$ cat config.mk
export PLATFORM = sky130hd
export DESIGN_NAME = poisson_inverse_sampler_top
export DESIGN_NICKNAME = d
export VERILOG_FILES = /design/src/sv/pis_pkg.sv /design/src/sv/pis_div_cell.sv /design/src/sv/poisson_inverse_sampler_top.sv
export SDC_FILE = /design/constraint.sdc
export NUM_CORES = 2
export LEC_CHECK = 0
export BUFFER_PORTS_ARGS = -buffer_cell sky130_fd_sc_hd__buf_2
export CAP_MARGIN = 20
export CORE_ASPECT_RATIO = 1.2
export CORE_MARGIN = 5
export CORE_UTILIZATION = 40
export DETAILED_ROUTE_END_ITERATION = 8
export PLACE_DENSITY = 0.54
export RECOVER_POWER = 25
export SETUP_SLACK_MARGIN = 0.15
export SLEW_MARGIN = 20
export SYNTH_ARGS = -nofsm -noshare
export SYNTH_HDL_FRONTEND = slang
export SYNTH_SLANG_ARGS = --single-unit
$ cat constraint.sdc
create_clock -name aclk -period 15.2 [get_ports aclk]
set_input_delay 2.28 -clock aclk [delete_from_list [all_inputs] [get_ports aclk]]
set_output_delay 2.28 -clock aclk [all_outputs]
set_load 0.05 [all_outputs]
$ cat src/sv/pis_pkg.sv
// shared types and constants of the poisson inverse sampler
package pis_pkg;

    // product term*lambda shifted right by 24 is the dividend
    localparam int NUM_W     = 40;
    localparam int DIGIT_W   = 8;
    localparam int NUM_CELLS = NUM_W / DIGIT_W;
    localparam int TERM_W    = 32;
    localparam int SUM_W     = 33;
    localparam int COUNT_W   = 5;
    localparam int PADDR_W   = 3;

    localparam logic [0:0] REG_RATE  = 1'b0;
    localparam logic [0:0] REG_FIRST = 1'b1;

    localparam logic [31:0] RATE_RESET  = 32'd16777216;
    localparam logic [31:0] FIRST_RESET = 32'd1580030169;

    typedef enum logic [2:0] {
        ST_IDLE,
        ST_ACC,
        ST_MUL,
        ST_DIV,
        ST_DONE
    } state_t;

    typedef struct packed {
        logic launch;
        logic load_first;
        logic step;
        logic load_out;
    } ctrl_t;

endpackage

$ cat src/sv/pis_div_cell.sv
// one cell of the divider chain: resolves eight quotient bits per pass
module pis_div_cell #(
    parameter int DIV_W = 5
) (
    input  logic                      aclk,
    input  logic                      aresetn,
    input  logic                      in_valid,
    input  logic [pis_pkg::NUM_W-1:0] in_num,
    input  logic [DIV_W-1:0]          in_rem,
    input  logic [pis_pkg::NUM_W-1:0] in_quo,
    input  logic [DIV_W-1:0]          in_div,
    output logic                      out_valid,
    output logic [pis_pkg::NUM_W-1:0] out_num,
    output logic [DIV_W-1:0]          out_rem,
    output logic [pis_pkg::NUM_W-1:0] out_quo,
    output logic [DIV_W-1:0]          out_div
);

    logic                        valid_reg;
    logic [pis_pkg::NUM_W-1:0]   num_reg, quo_reg;
    logic [DIV_W-1:0]            rem_reg, div_reg;
    logic [DIV_W:0]              rem_work;
    logic [pis_pkg::DIGIT_W-1:0] digit;

    // restoring division, one bit per step
    always_comb begin
        rem_work = {1'b0, in_rem};
        digit    = '0;
        for (int k = 0; k < pis_pkg::DIGIT_W; k++) begin
            rem_work = {rem_work[DIV_W-1:0], in_num[pis_pkg::NUM_W-1-k]};
            if (rem_work >= {1'b0, in_div}) begin
                rem_work = rem_work - {1'b0, in_div};
                digit[pis_pkg::DIGIT_W-1-k] = 1'b1;
            end
        end
    end

    always_ff @(posedge aclk) begin
        if (!aresetn) begin
            valid_reg <= 1'b0;
        end else begin
            valid_reg <= in_valid;
        end
    end

    always_ff @(posedge aclk) begin
        num_reg <= in_num << pis_pkg::DIGIT_W;
        rem_reg <= rem_work[DIV_W-1:0];
        quo_reg <= {in_quo[pis_pkg::NUM_W-pis_pkg::DIGIT_W-1:0], digit};
        div_reg <= in_div;
    end

    assign out_valid = valid_reg;
    assign out_num   = num_reg;
    assign out_rem   = rem_reg;
    assign out_quo   = quo_reg;
    assign out_div   = div_reg;

endmodule

$ cat src/sv/poisson_inverse_sampler_top.sv
// Poisson sampler by sequential-search inversion over a chain of divider cells.
// One transaction at a time: term 0 is added to the sum and compared first;
// each further term passes the 32x32 multiplier, the divider chain that divides
// the product, shifted right by 24, by the term index, a load of the quotient
// as the new term, and an add to the sum with a compare. When a term hits, or
// the last term is reached for a not-found result, the result register is
// loaded. The input side is ready again while the result waits in its register
// to be taken.
module poisson_inverse_sampler_top #(
    parameter int MAX_TERMS = 32
) (
    input  logic                          aclk,
    input  logic                          aresetn,
    input  logic                          psel,
    input  logic                          penable,
    input  logic                          pwrite,
    input  logic [pis_pkg::PADDR_W-1:0]   paddr,
    input  logic [31:0]                   pwdata,
    output logic [31:0]                   prdata,
    output logic                          pready,
    input  logic                          s_valid,
    output logic                          s_ready,
    input  logic [31:0]                   s_uniform_fraction,
    output logic                          m_valid,
    input  logic                          m_ready,
    output logic [pis_pkg::COUNT_W-1:0]   m_sample_count,
    output logic                          m_not_found
);

    localparam int IDX_W = $clog2(MAX_TERMS);
    localparam int NC    = pis_pkg::NUM_CELLS;

    pis_pkg::state_t state_reg, state_next;
    pis_pkg::ctrl_t  ctrl;

    logic [31:0]                 rate_reg, first_reg;
    logic [31:0]                 u_reg;
    logic [pis_pkg::TERM_W-1:0]  term_reg;
    logic [pis_pkg::SUM_W-1:0]   sum_reg, sum_next;
    logic [IDX_W-1:0]            idx_reg;
    logic [pis_pkg::NUM_W-1:0]   p24_reg;
    logic [63:0]                 product;
    logic                        launch_reg;
    logic                        hit, last;
    logic                        found_reg;
    logic                        m_valid_reg, m_nf_reg;
    logic [pis_pkg::COUNT_W-1:0] m_cnt_reg;
    logic [pis_pkg::TERM_W-1:0]  new_term;

    logic                        c_valid [0:NC];
    logic [pis_pkg::NUM_W-1:0]   c_num   [0:NC];
    logic [IDX_W-1:0]            c_rem   [0:NC];
    logic [pis_pkg::NUM_W-1:0]   c_quo   [0:NC];
    logic [IDX_W-1:0]            c_div   [0:NC];

    // configuration port
    assign pready = 1'b1;
    always_ff @(posedge aclk) begin
        if (!aresetn) begin
            rate_reg  <= pis_pkg::RATE_RESET;
            first_reg <= pis_pkg::FIRST_RESET;
        end else if (psel && penable && pwrite) begin
            unique case (paddr[2])
                pis_pkg::REG_RATE:  rate_reg  <= pwdata;
                pis_pkg::REG_FIRST: first_reg <= pwdata;
                default: ;
            endcase
        end
    end
    assign prdata = (paddr[2] == pis_pkg::REG_FIRST) ? first_reg : rate_reg;

    assign sum_next = sum_reg + {1'b0, term_reg};
    assign hit      = {1'b0, u_reg} < sum_next;
    assign last     = idx_reg == IDX_W'(MAX_TERMS - 1);
    assign product  = {32'd0, term_reg} * {32'd0, rate_reg};
    assign new_term = (|c_quo[NC][pis_pkg::NUM_W-1:pis_pkg::TERM_W])
                      ? '1 : c_quo[NC][pis_pkg::TERM_W-1:0];

    // next state
    always_comb begin
        state_next = state_reg;
        unique case (state_reg)
            pis_pkg::ST_IDLE: if (s_valid) state_next = pis_pkg::ST_ACC;
            pis_pkg::ST_ACC:  state_next = (hit || last) ? pis_pkg::ST_DONE : pis_pkg::ST_MUL;
            pis_pkg::ST_MUL:  state_next = pis_pkg::ST_DIV;
            pis_pkg::ST_DIV:  if (c_valid[NC]) state_next = pis_pkg::ST_ACC;
            pis_pkg::ST_DONE: if (!m_valid_reg || m_ready) state_next = pis_pkg::ST_IDLE;
            default:          state_next = pis_pkg::ST_IDLE;
        endcase
    end

    // outputs
    always_comb begin
        ctrl    = '0;
        s_ready = 1'b0;
        unique case (state_reg)
            pis_pkg::ST_IDLE: begin
                s_ready         = 1'b1;
                ctrl.load_first = s_valid;
            end
            pis_pkg::ST_ACC:  ctrl.step = 1'b1;
            pis_pkg::ST_MUL:  ctrl.launch = 1'b1;
            pis_pkg::ST_DIV:  ;
            pis_pkg::ST_DONE: ctrl.load_out = !m_valid_reg || m_ready;
            default:          ;
        endcase
    end

    always_ff @(posedge aclk) begin
        if (!aresetn) begin
            state_reg   <= pis_pkg::ST_IDLE;
            launch_reg  <= 1'b0;
            m_valid_reg <= 1'b0;
        end else begin
            state_reg  <= state_next;
            launch_reg <= ctrl.launch;
            if (ctrl.load_out) begin
                m_valid_reg <= 1'b1;
            end else if (m_ready) begin
                m_valid_reg <= 1'b0;
            end
        end
    end

    // datapath
    always_ff @(posedge aclk) begin
        if (ctrl.load_first) begin
            u_reg    <= s_uniform_fraction;
            term_reg <= first_reg;
            sum_reg  <= '0;
            idx_reg  <= '0;
        end else if (ctrl.step) begin
            sum_reg   <= sum_next;
            found_reg <= hit;
            if (!hit && !last) begin
                idx_reg <= idx_reg + 1'b1;
            end
        end else if (state_reg == pis_pkg::ST_DIV && c_valid[NC]) begin
            term_reg <= new_term;
        end
        if (ctrl.launch) begin
            p24_reg <= product[63:24];
        end
        if (ctrl.load_out) begin
            m_cnt_reg <= found_reg ? pis_pkg::COUNT_W'(idx_reg) : '0;
            m_nf_reg  <= !found_reg;
        end
    end

    // divider chain: dividend over term index
    assign c_valid[0] = launch_reg;
    assign c_num[0]   = p24_reg;
    assign c_rem[0]   = '0;
    assign c_quo[0]   = '0;
    assign c_div[0]   = idx_reg;

    for (genvar g = 0; g < NC; g++) begin : g_cell
        pis_div_cell #(.DIV_W(IDX_W)) u_cell (
            .aclk      (aclk),
            .aresetn   (aresetn),
            .in_valid  (c_valid[g]),
            .in_num    (c_num[g]),
            .in_rem    (c_rem[g]),
            .in_quo    (c_quo[g]),
            .in_div    (c_div[g]),
            .out_valid (c_valid[g+1]),
            .out_num   (c_num[g+1]),
            .out_rem   (c_rem[g+1]),
            .out_quo   (c_quo[g+1]),
            .out_div   (c_div[g+1])
        );
    end

    assign m_valid        = m_valid_reg;
    assign m_sample_count = m_cnt_reg;
    assign m_not_found    = m_nf_reg;

endmodule

Word-level counts from Yosys, hierarchy flattened --
Cells that the tools add are included.
Operators by class: order comparisons 41, shifts and indexed selects 0, reductions and logical operators 20, $mul 1, add/subtract/negate cells 41, divide/modulo/power cells 0, bitwise gates (word level) 2, equality and inequality tests 9, mux-type cells 96
Operators with widths (number):
- >= comparator 6 x 5 -> 1 bit | 39
- 2-to-1 mux 5 bit | 39
- subtractor 5 bit | 38
- 2-to-1 mux 32 bit | 5
- multiplier 32 x 32 -> 64 bit | 1
- 2-to-1 mux 1 bit | 47
- adder 33 x 32 -> 33 bit | 1
- < comparator 32 x 33 -> 1 bit | 1
- case mux 3 bit (5 select lines) | 1
- 2-to-1 mux 3 bit | 4
- AND reduction 2 bit | 5
- OR reduction 8 bit | 1
- equality test 3 x 2 -> 1 bit (second input constant) | 2
- adder 5 x 1 -> 5 bit (second input constant) | 1
- equality test 5 bit (second input constant) | 1
- >= comparator 1 x 5 -> 1 bit | 1
- subtractor 1 x 5 -> 5 bit | 1
- logical AND 1 bit | 4
- zero test 1 bit | 4
- inequality test 2 x 1 -> 1 bit (second input constant) | 2
- inequality test 2 bit (second input constant) | 2
- nonzero test 2 bit | 2
- equality test 3 x 1 -> 1 bit (second input constant) | 1
- equality test 3 bit (second input constant) | 1
- 4 further kinds | 6
Storage, ports and cells: input port bits 74, bits in writable memories 0, ROM bits 0, memories 0, bits in latches 0, output and inout bits 41, flip-flop bits (word level) 463

Depth between registers and ports, before layout --
word-level depth 16, gate-level depth with buffers 78, gate-level depth less buffers 77

Cells and area by module --
Synthesis repeated with hierarchy kept, for this count alone.
Unflattened totals: cell total of the unflattened synthesis 6463, area total of the unflattened synthesis 63038.0 µm²
Modules (own cells, without submodules):
- poisson_inverse_sampler_top | times used 1, cells an instance 4528, area each 42824.8 µm²
- pis_div_cell | times used 5, cells an instance 387, area each 4042.6 µm²

Worst setup path before layout --
OpenSTA, ideal clock, no wires.
kind reg-to-reg, start point reg g_cell[0].u_cell.div_reg[1], end point reg g_cell[1].u_cell.rem_reg[2], data required time 15.073 ns, buffers on the path 3, arrival time 14.074 ns, slack 0.999 ns, library setup time 0.127 ns, stages on the path, launching flop included 68, clock period less this slack 14.201 ns, cells stage by stage dfxtp_1 > inv_1 > fa_1 > a21o_1 > a22o_1 > or2_2 > buf_2 > mux2i_1 > inv_1 > ha_1 > and3_1 > a31oi_1 > o31ai_2 > nor2_1 > inv_1 > o21ai_0 > inv_1 > ha_1 > (+32 left out) > ha_1 > nand2_1 > nand2_1 > a21oi_1 > nor2b_1 > o21ai_0 > nand2b_1 > nor2_1 > clkbuf_1 > mux2i_1 > ha_1 > a21o_1 > a21oi_1 > nand2_1 > a21o_1 > or2_2 > nor3b_1 > a211oi_1
Between the ends: longest elaborated chain between the ends 16, elaborated cells on any way between the ends 24, classes of those cells add/sub: 8; order compare: 8; mux: 8
Ends and longest elaborated chain:
- from (decl) | line pis_div_cell.sv:21 | logic [DIV_W-1:0] rem_reg, div_reg;
- from (signal assigned) | line pis_div_cell.sv:50 | div_reg <= in_div;
- subtractor 5 bit or >= comparator 6 x 5 -> 1 bit (tied branches) | line pis_div_cell.sv:32, pis_div_cell.sv:31
- 2-to-1 mux 5 bit | line pis_div_cell.sv:31 | if (rem_work >= {1'b0, in_div}) begin
- subtractor 5 bit or >= comparator 6 x 5 -> 1 bit (tied branches) | line pis_div_cell.sv:32, pis_div_cell.sv:31
- 2-to-1 mux 5 bit | line pis_div_cell.sv:31
- subtractor 5 bit or >= comparator 6 x 5 -> 1 bit (tied branches) | line pis_div_cell.sv:32, pis_div_cell.sv:31
- 2-to-1 mux 5 bit | line pis_div_cell.sv:31
- subtractor 5 bit or >= comparator 6 x 5 -> 1 bit (tied branches) | line pis_div_cell.sv:32, pis_div_cell.sv:31
- 2-to-1 mux 5 bit | line pis_div_cell.sv:31
- >= comparator 6 x 5 -> 1 bit or subtractor 5 bit (tied branches) | line pis_div_cell.sv:31, pis_div_cell.sv:32
- 2-to-1 mux 5 bit | line pis_div_cell.sv:31
- subtractor 5 bit or >= comparator 6 x 5 -> 1 bit (tied branches) | line pis_div_cell.sv:32, pis_div_cell.sv:31
- 2-to-1 mux 5 bit | line pis_div_cell.sv:31
- >= comparator 6 x 5 -> 1 bit or subtractor 5 bit (tied branches) | line pis_div_cell.sv:31, pis_div_cell.sv:32
- 2-to-1 mux 5 bit | line pis_div_cell.sv:31
- subtractor 5 bit or >= comparator 6 x 5 -> 1 bit (tied branches) | line pis_div_cell.sv:32, pis_div_cell.sv:31
- 2-to-1 mux 5 bit (*) | line pis_div_cell.sv:31
- via g_cell[1].u_cell.rem_work[2] | line pis_div_cell.sv:22 | logic [DIV_W:0] rem_work;
- to (signal assigned) | line pis_div_cell.sv:48 | rem_reg <= rem_work[DIV_W-1:0];
- to (decl) | line pis_div_cell.sv:21
The timed path passes the listed nets; every way through them passes the cells marked *. A chain may end at the register's enable or synchronous reset.

Worst setup path after layout --
start point reg g_cell[2].u_cell.div_reg[0], end point reg g_cell[3].u_cell.rem_reg[4]
Between the ends: longest elaborated chain between the ends 16, elaborated cells on any way between the ends 24, classes of those cells add/sub: 8; order compare: 8; mux: 8
Ends and longest elaborated chain (line):
- from (decl) | pis_div_cell.sv:21
- from (signal assigned) | pis_div_cell.sv:50
- subtractor 5 bit or >= comparator 6 x 5 -> 1 bit (tied branches) | pis_div_cell.sv:32, pis_div_cell.sv:31
- 2-to-1 mux 5 bit | pis_div_cell.sv:31
- subtractor 5 bit or >= comparator 6 x 5 -> 1 bit (tied branches) | pis_div_cell.sv:32, pis_div_cell.sv:31
- 2-to-1 mux 5 bit | pis_div_cell.sv:31
- subtractor 5 bit or >= comparator 6 x 5 -> 1 bit (tied branches) | pis_div_cell.sv:32, pis_div_cell.sv:31
- 2-to-1 mux 5 bit | pis_div_cell.sv:31
- subtractor 5 bit or >= comparator 6 x 5 -> 1 bit (tied branches) | pis_div_cell.sv:32, pis_div_cell.sv:31
- 2-to-1 mux 5 bit | pis_div_cell.sv:31
- subtractor 5 bit or >= comparator 6 x 5 -> 1 bit (tied branches) | pis_div_cell.sv:32, pis_div_cell.sv:31
- 2-to-1 mux 5 bit | pis_div_cell.sv:31
- >= comparator 6 x 5 -> 1 bit or subtractor 5 bit (tied branches) | pis_div_cell.sv:31, pis_div_cell.sv:32
- 2-to-1 mux 5 bit | pis_div_cell.sv:31
- subtractor 5 bit or >= comparator 6 x 5 -> 1 bit (tied branches) | pis_div_cell.sv:32, pis_div_cell.sv:31
- 2-to-1 mux 5 bit | pis_div_cell.sv:31
- subtractor 5 bit or >= comparator 6 x 5 -> 1 bit (tied branches) | pis_div_cell.sv:32, pis_div_cell.sv:31
- 2-to-1 mux 5 bit (*) | pis_div_cell.sv:31
- via g_cell[3].u_cell.rem_work[4] | pis_div_cell.sv:22
- to (signal assigned) | pis_div_cell.sv:48
- to (decl) | pis_div_cell.sv:21
Marks and branches as above.

==> results.tsv <==
stage	metric	value	unit
synthesis	yosysWarnings	0	
drt	first_pass_iters	6	
floorplan	dieArea	149300	sq um
floorplan	initial_core_util	40.20	%
global_route	grt_pass1_vias	44120	
floorplan	io_pins	115	
setup_path	r2r.worst_path.cells	65	
worst_hold_path	hold_depth	0	
drt	drc_errors	0	
timing	fin_crit	14.11	ns
synthesis	synth_edf_count	111	
drt	totalWireLength	156600	microns
clock_network	cts_tree	done	
timing	setup_viol	0	
setup_path	r2r_end	g_cell[3].u_cell.out_rem[4]	
drt	drt_iter0_markers	2453	
synthesis	synth_cells	6110	
global_route	grt_overflow	0	
place	place_hpwl	115700	microns
drt	routed-via-count	41410	
setup_path	path_common_cell	ha_1	
synthesis	ys_top_cells_by_area	fa_1 33%, dfxtp_1 12%, ha_1 12%	
place	io_buffers	111	
synthesis	synth_cell_types	90	
timing	fmax	0.07087	GHz
global_route	grt.total_usage	21.22	%
setup_path	worstPathRequired	15.72	ns
clock_network	clock_latency	0.68	ns
synthesis	async_flop_share	0	%
synthesis	ys_seq_area_share	18.32	%
worst_hold_path	hp-class	reg -> reg	
synthesis	synth_seq_cells	463	
setup_path	rrSetupSlack	1.09	ns
clock_network	htreeDepth	2	
clock_network	hold_buffers	0	
setup_path	worst_setup_path_end_kind	register	
synthesis	synthFlopType	dfxtp_1	
timing	setup-tns-final	0	ns
worst_hold_path	hold_path_startpoint	g_cell[3].u_cell.out_quo[23]	
synthesis	yosysMostFrequentCell	inv_1	
synthesis	yosys-top-cells-count	1,171 x inv_1, 1,068 x nand2_1, 934 x fa_1, 522 x ha_1, 352 x dfxtp_1	
timing	finalHoldViolations	0	
floorplan	fp-row-count	151	
synthesis	syn_avg_cell_area	9.274	sq um
layout	fin_nets	7666	
drt	vias_per_cell	5.164	
layout	largest_register_ffs	120	
setup_path	critPathArrivalTime	14.63	ns
setup_path	critical_path.max_fanout	12	
synthesis	syn_nets	7640	
timing	maxSlewHeadroom	23.84	%
clock_network	cts_buffers	54	
timing	period_share	92.83	%
synthesis	syn-cell-area	56660	sq um
setup_path	path_class	reg -> reg	
layout	drive_gt1_share	8.397	%
layout	synthToLayoutAreaGrowth	8.821	%
timing	max_slew.worst_pin.slew	1.142	ns
global_route	grt_pass1_wl	248700	microns
setup_path	start_kind	register	
setup_path	r2r_start	g_cell[2].u_cell.out_div[0]	
clock_network	clock-root-buffer	clkbuf_16	
place	gp_congestion	0.8417	
clock_network	path_clk_slew	0.06	ns
timing	grt_setup_unrepaired	yes	
synthesis	synth_top_area_cell	fa_1	
worst_hold_path	holdPathEnd	g_cell[4].u_cell.out_quo[31]	
setup_path	critPathSlowestCell	o32a_2	
global_route	grt_max_degree	73	
global_route	antenna_found_initial	6	
floorplan	die_w	353.6	microns
floorplan	core-area	140900	sq um
status	status	finished, final reports clean	
drt	detail-route-antenna-nets	0	
timing	clock_skew	0.06125	ns
clock_network	cts_buffer_depth	3	
flow_run	cap_violations	0	
timing	slew_viol_final	0	
clock_network	cts.sinks	463	
setup_path	slowest_delay	0.46	ns
drt	avgRoutedWirePerCell	19.53	microns
floorplan	die_y	422.3	microns
synthesis	yosys.area.top_type_share	33.00	%
==> worst max-delay path, delay by kind of cell, from the launching register on <==
kind,cells,cell delay (ns)
AOI/OAI and AO/OA,25,5.43
and+or+nand+nor,19,3.06
adders and majority gates,9,2.97
muxes,5,1.37
buffers and inverters,7,0.81
DFF,1,0.31
==> stage by stage <==
step           cell area [sq um]  instances  hold slack [ns]  util, %  setup slack, ns
2_1_floorplan              56660       6110           0.3096        -           0.9992
3_3_place_gp               59400       7900           0.3116    42.14           0.3660
3_5_place_dp               59400       7900           0.3121    42.14           0.1724
4_1_cts                    61260       8001           0.2840    43.46           0.1604
5_1_grt                    61660       8017           0.3154    43.75           0.1028
6_report                   61660       8019           0.2892    43.75            1.089
==> kinds of logic after synthesis <==
logic type	share of synthesized area, %
AND/OR/NAND/NOR	13.68
adder cells (fa/ha/maj)	44.52
buffers and inverters	9.610
AO/OA/AOI/OAI	8.753
flip-flops	18.32
XOR/XNOR	2.504
multiplexers	2.599
other	0.006618
==> layer usage <==
metal / vias to the layer above / track usage [%] / share of wire [%]
met2: 997 / 38.67 / 51
li1: 19100 / - / -
met3: 299 / 2.399 / 4.7
met1: 21020 / 25.78 / 40
met5: - / 0 / 0
met4: 0 / 7.886 / 4.3
==> worst max path at each step <==
stage	startpoint	to	slack (ns)	depth (start not counted)
2_1_floorplan	g_cell[0].u_cell.out_div[1]	g_cell[1].u_cell.out_rem[2]	1.0	67
3_3_place_gp	g_cell[1].u_cell.out_div[0]	g_cell[2].u_cell.out_rem[3]	0.37	72
3_5_place_dp	g_cell[1].u_cell.out_div[0]	g_cell[2].u_cell.out_rem[3]	0.17	72
4_1_cts	g_cell[1].u_cell.out_div[0]	g_cell[2].u_cell.out_rem[3]	0.16	72
5_1_grt	g_cell[1].u_cell.out_div[0]	g_cell[2].u_cell.out_rem[2]	0.10	71
6_report	g_cell[2].u_cell.out_div[0]	g_cell[3].u_cell.out_rem[4]	1.09	65
==> cell usage in the layout (no fill, tap or decap), types with 104 or more instances in the layout <==
master,synthesis,routed
and2_1,253,253
nor2_1,130,122
buf_4,2,129
o21ai_0,125,104
a21o_1,108,108
a21oi_1,177,166
ha_1,522,522
edfxtp_1,111,111
fa_1,934,934
nand2_1,1068,1065
inv_1,1171,1170
xnor2_1,108,108
dfxtp_1,352,331
buf_2,5,111
==> layout make-up <==
type	instances	area, sq um
Inverter	1175	4417
Tap cell	1836	2297
Timing Repair Buffer	240	1524
Clock buffer	70	1544
Sequential cell	463	10410
Multi-Input combinational cell	4202	41160
Fill cell	13940	79280
Antenna cell	2	5.005
Clock inverter	31	309.0
==> what timing repair did <==
| item | in CTS | in global routing |
|---|---|---|
| pin swaps | 0 | 3 |
| gates resized for setup | 1 | 86 |
| buffers inserted | 0 | 16 |
| setup endpoints to repair | 2 | 25 |
Power is left out: the tool's default activity adds up to more than one toggle a clock period on the data nets, which glitch-free logic cannot reach.
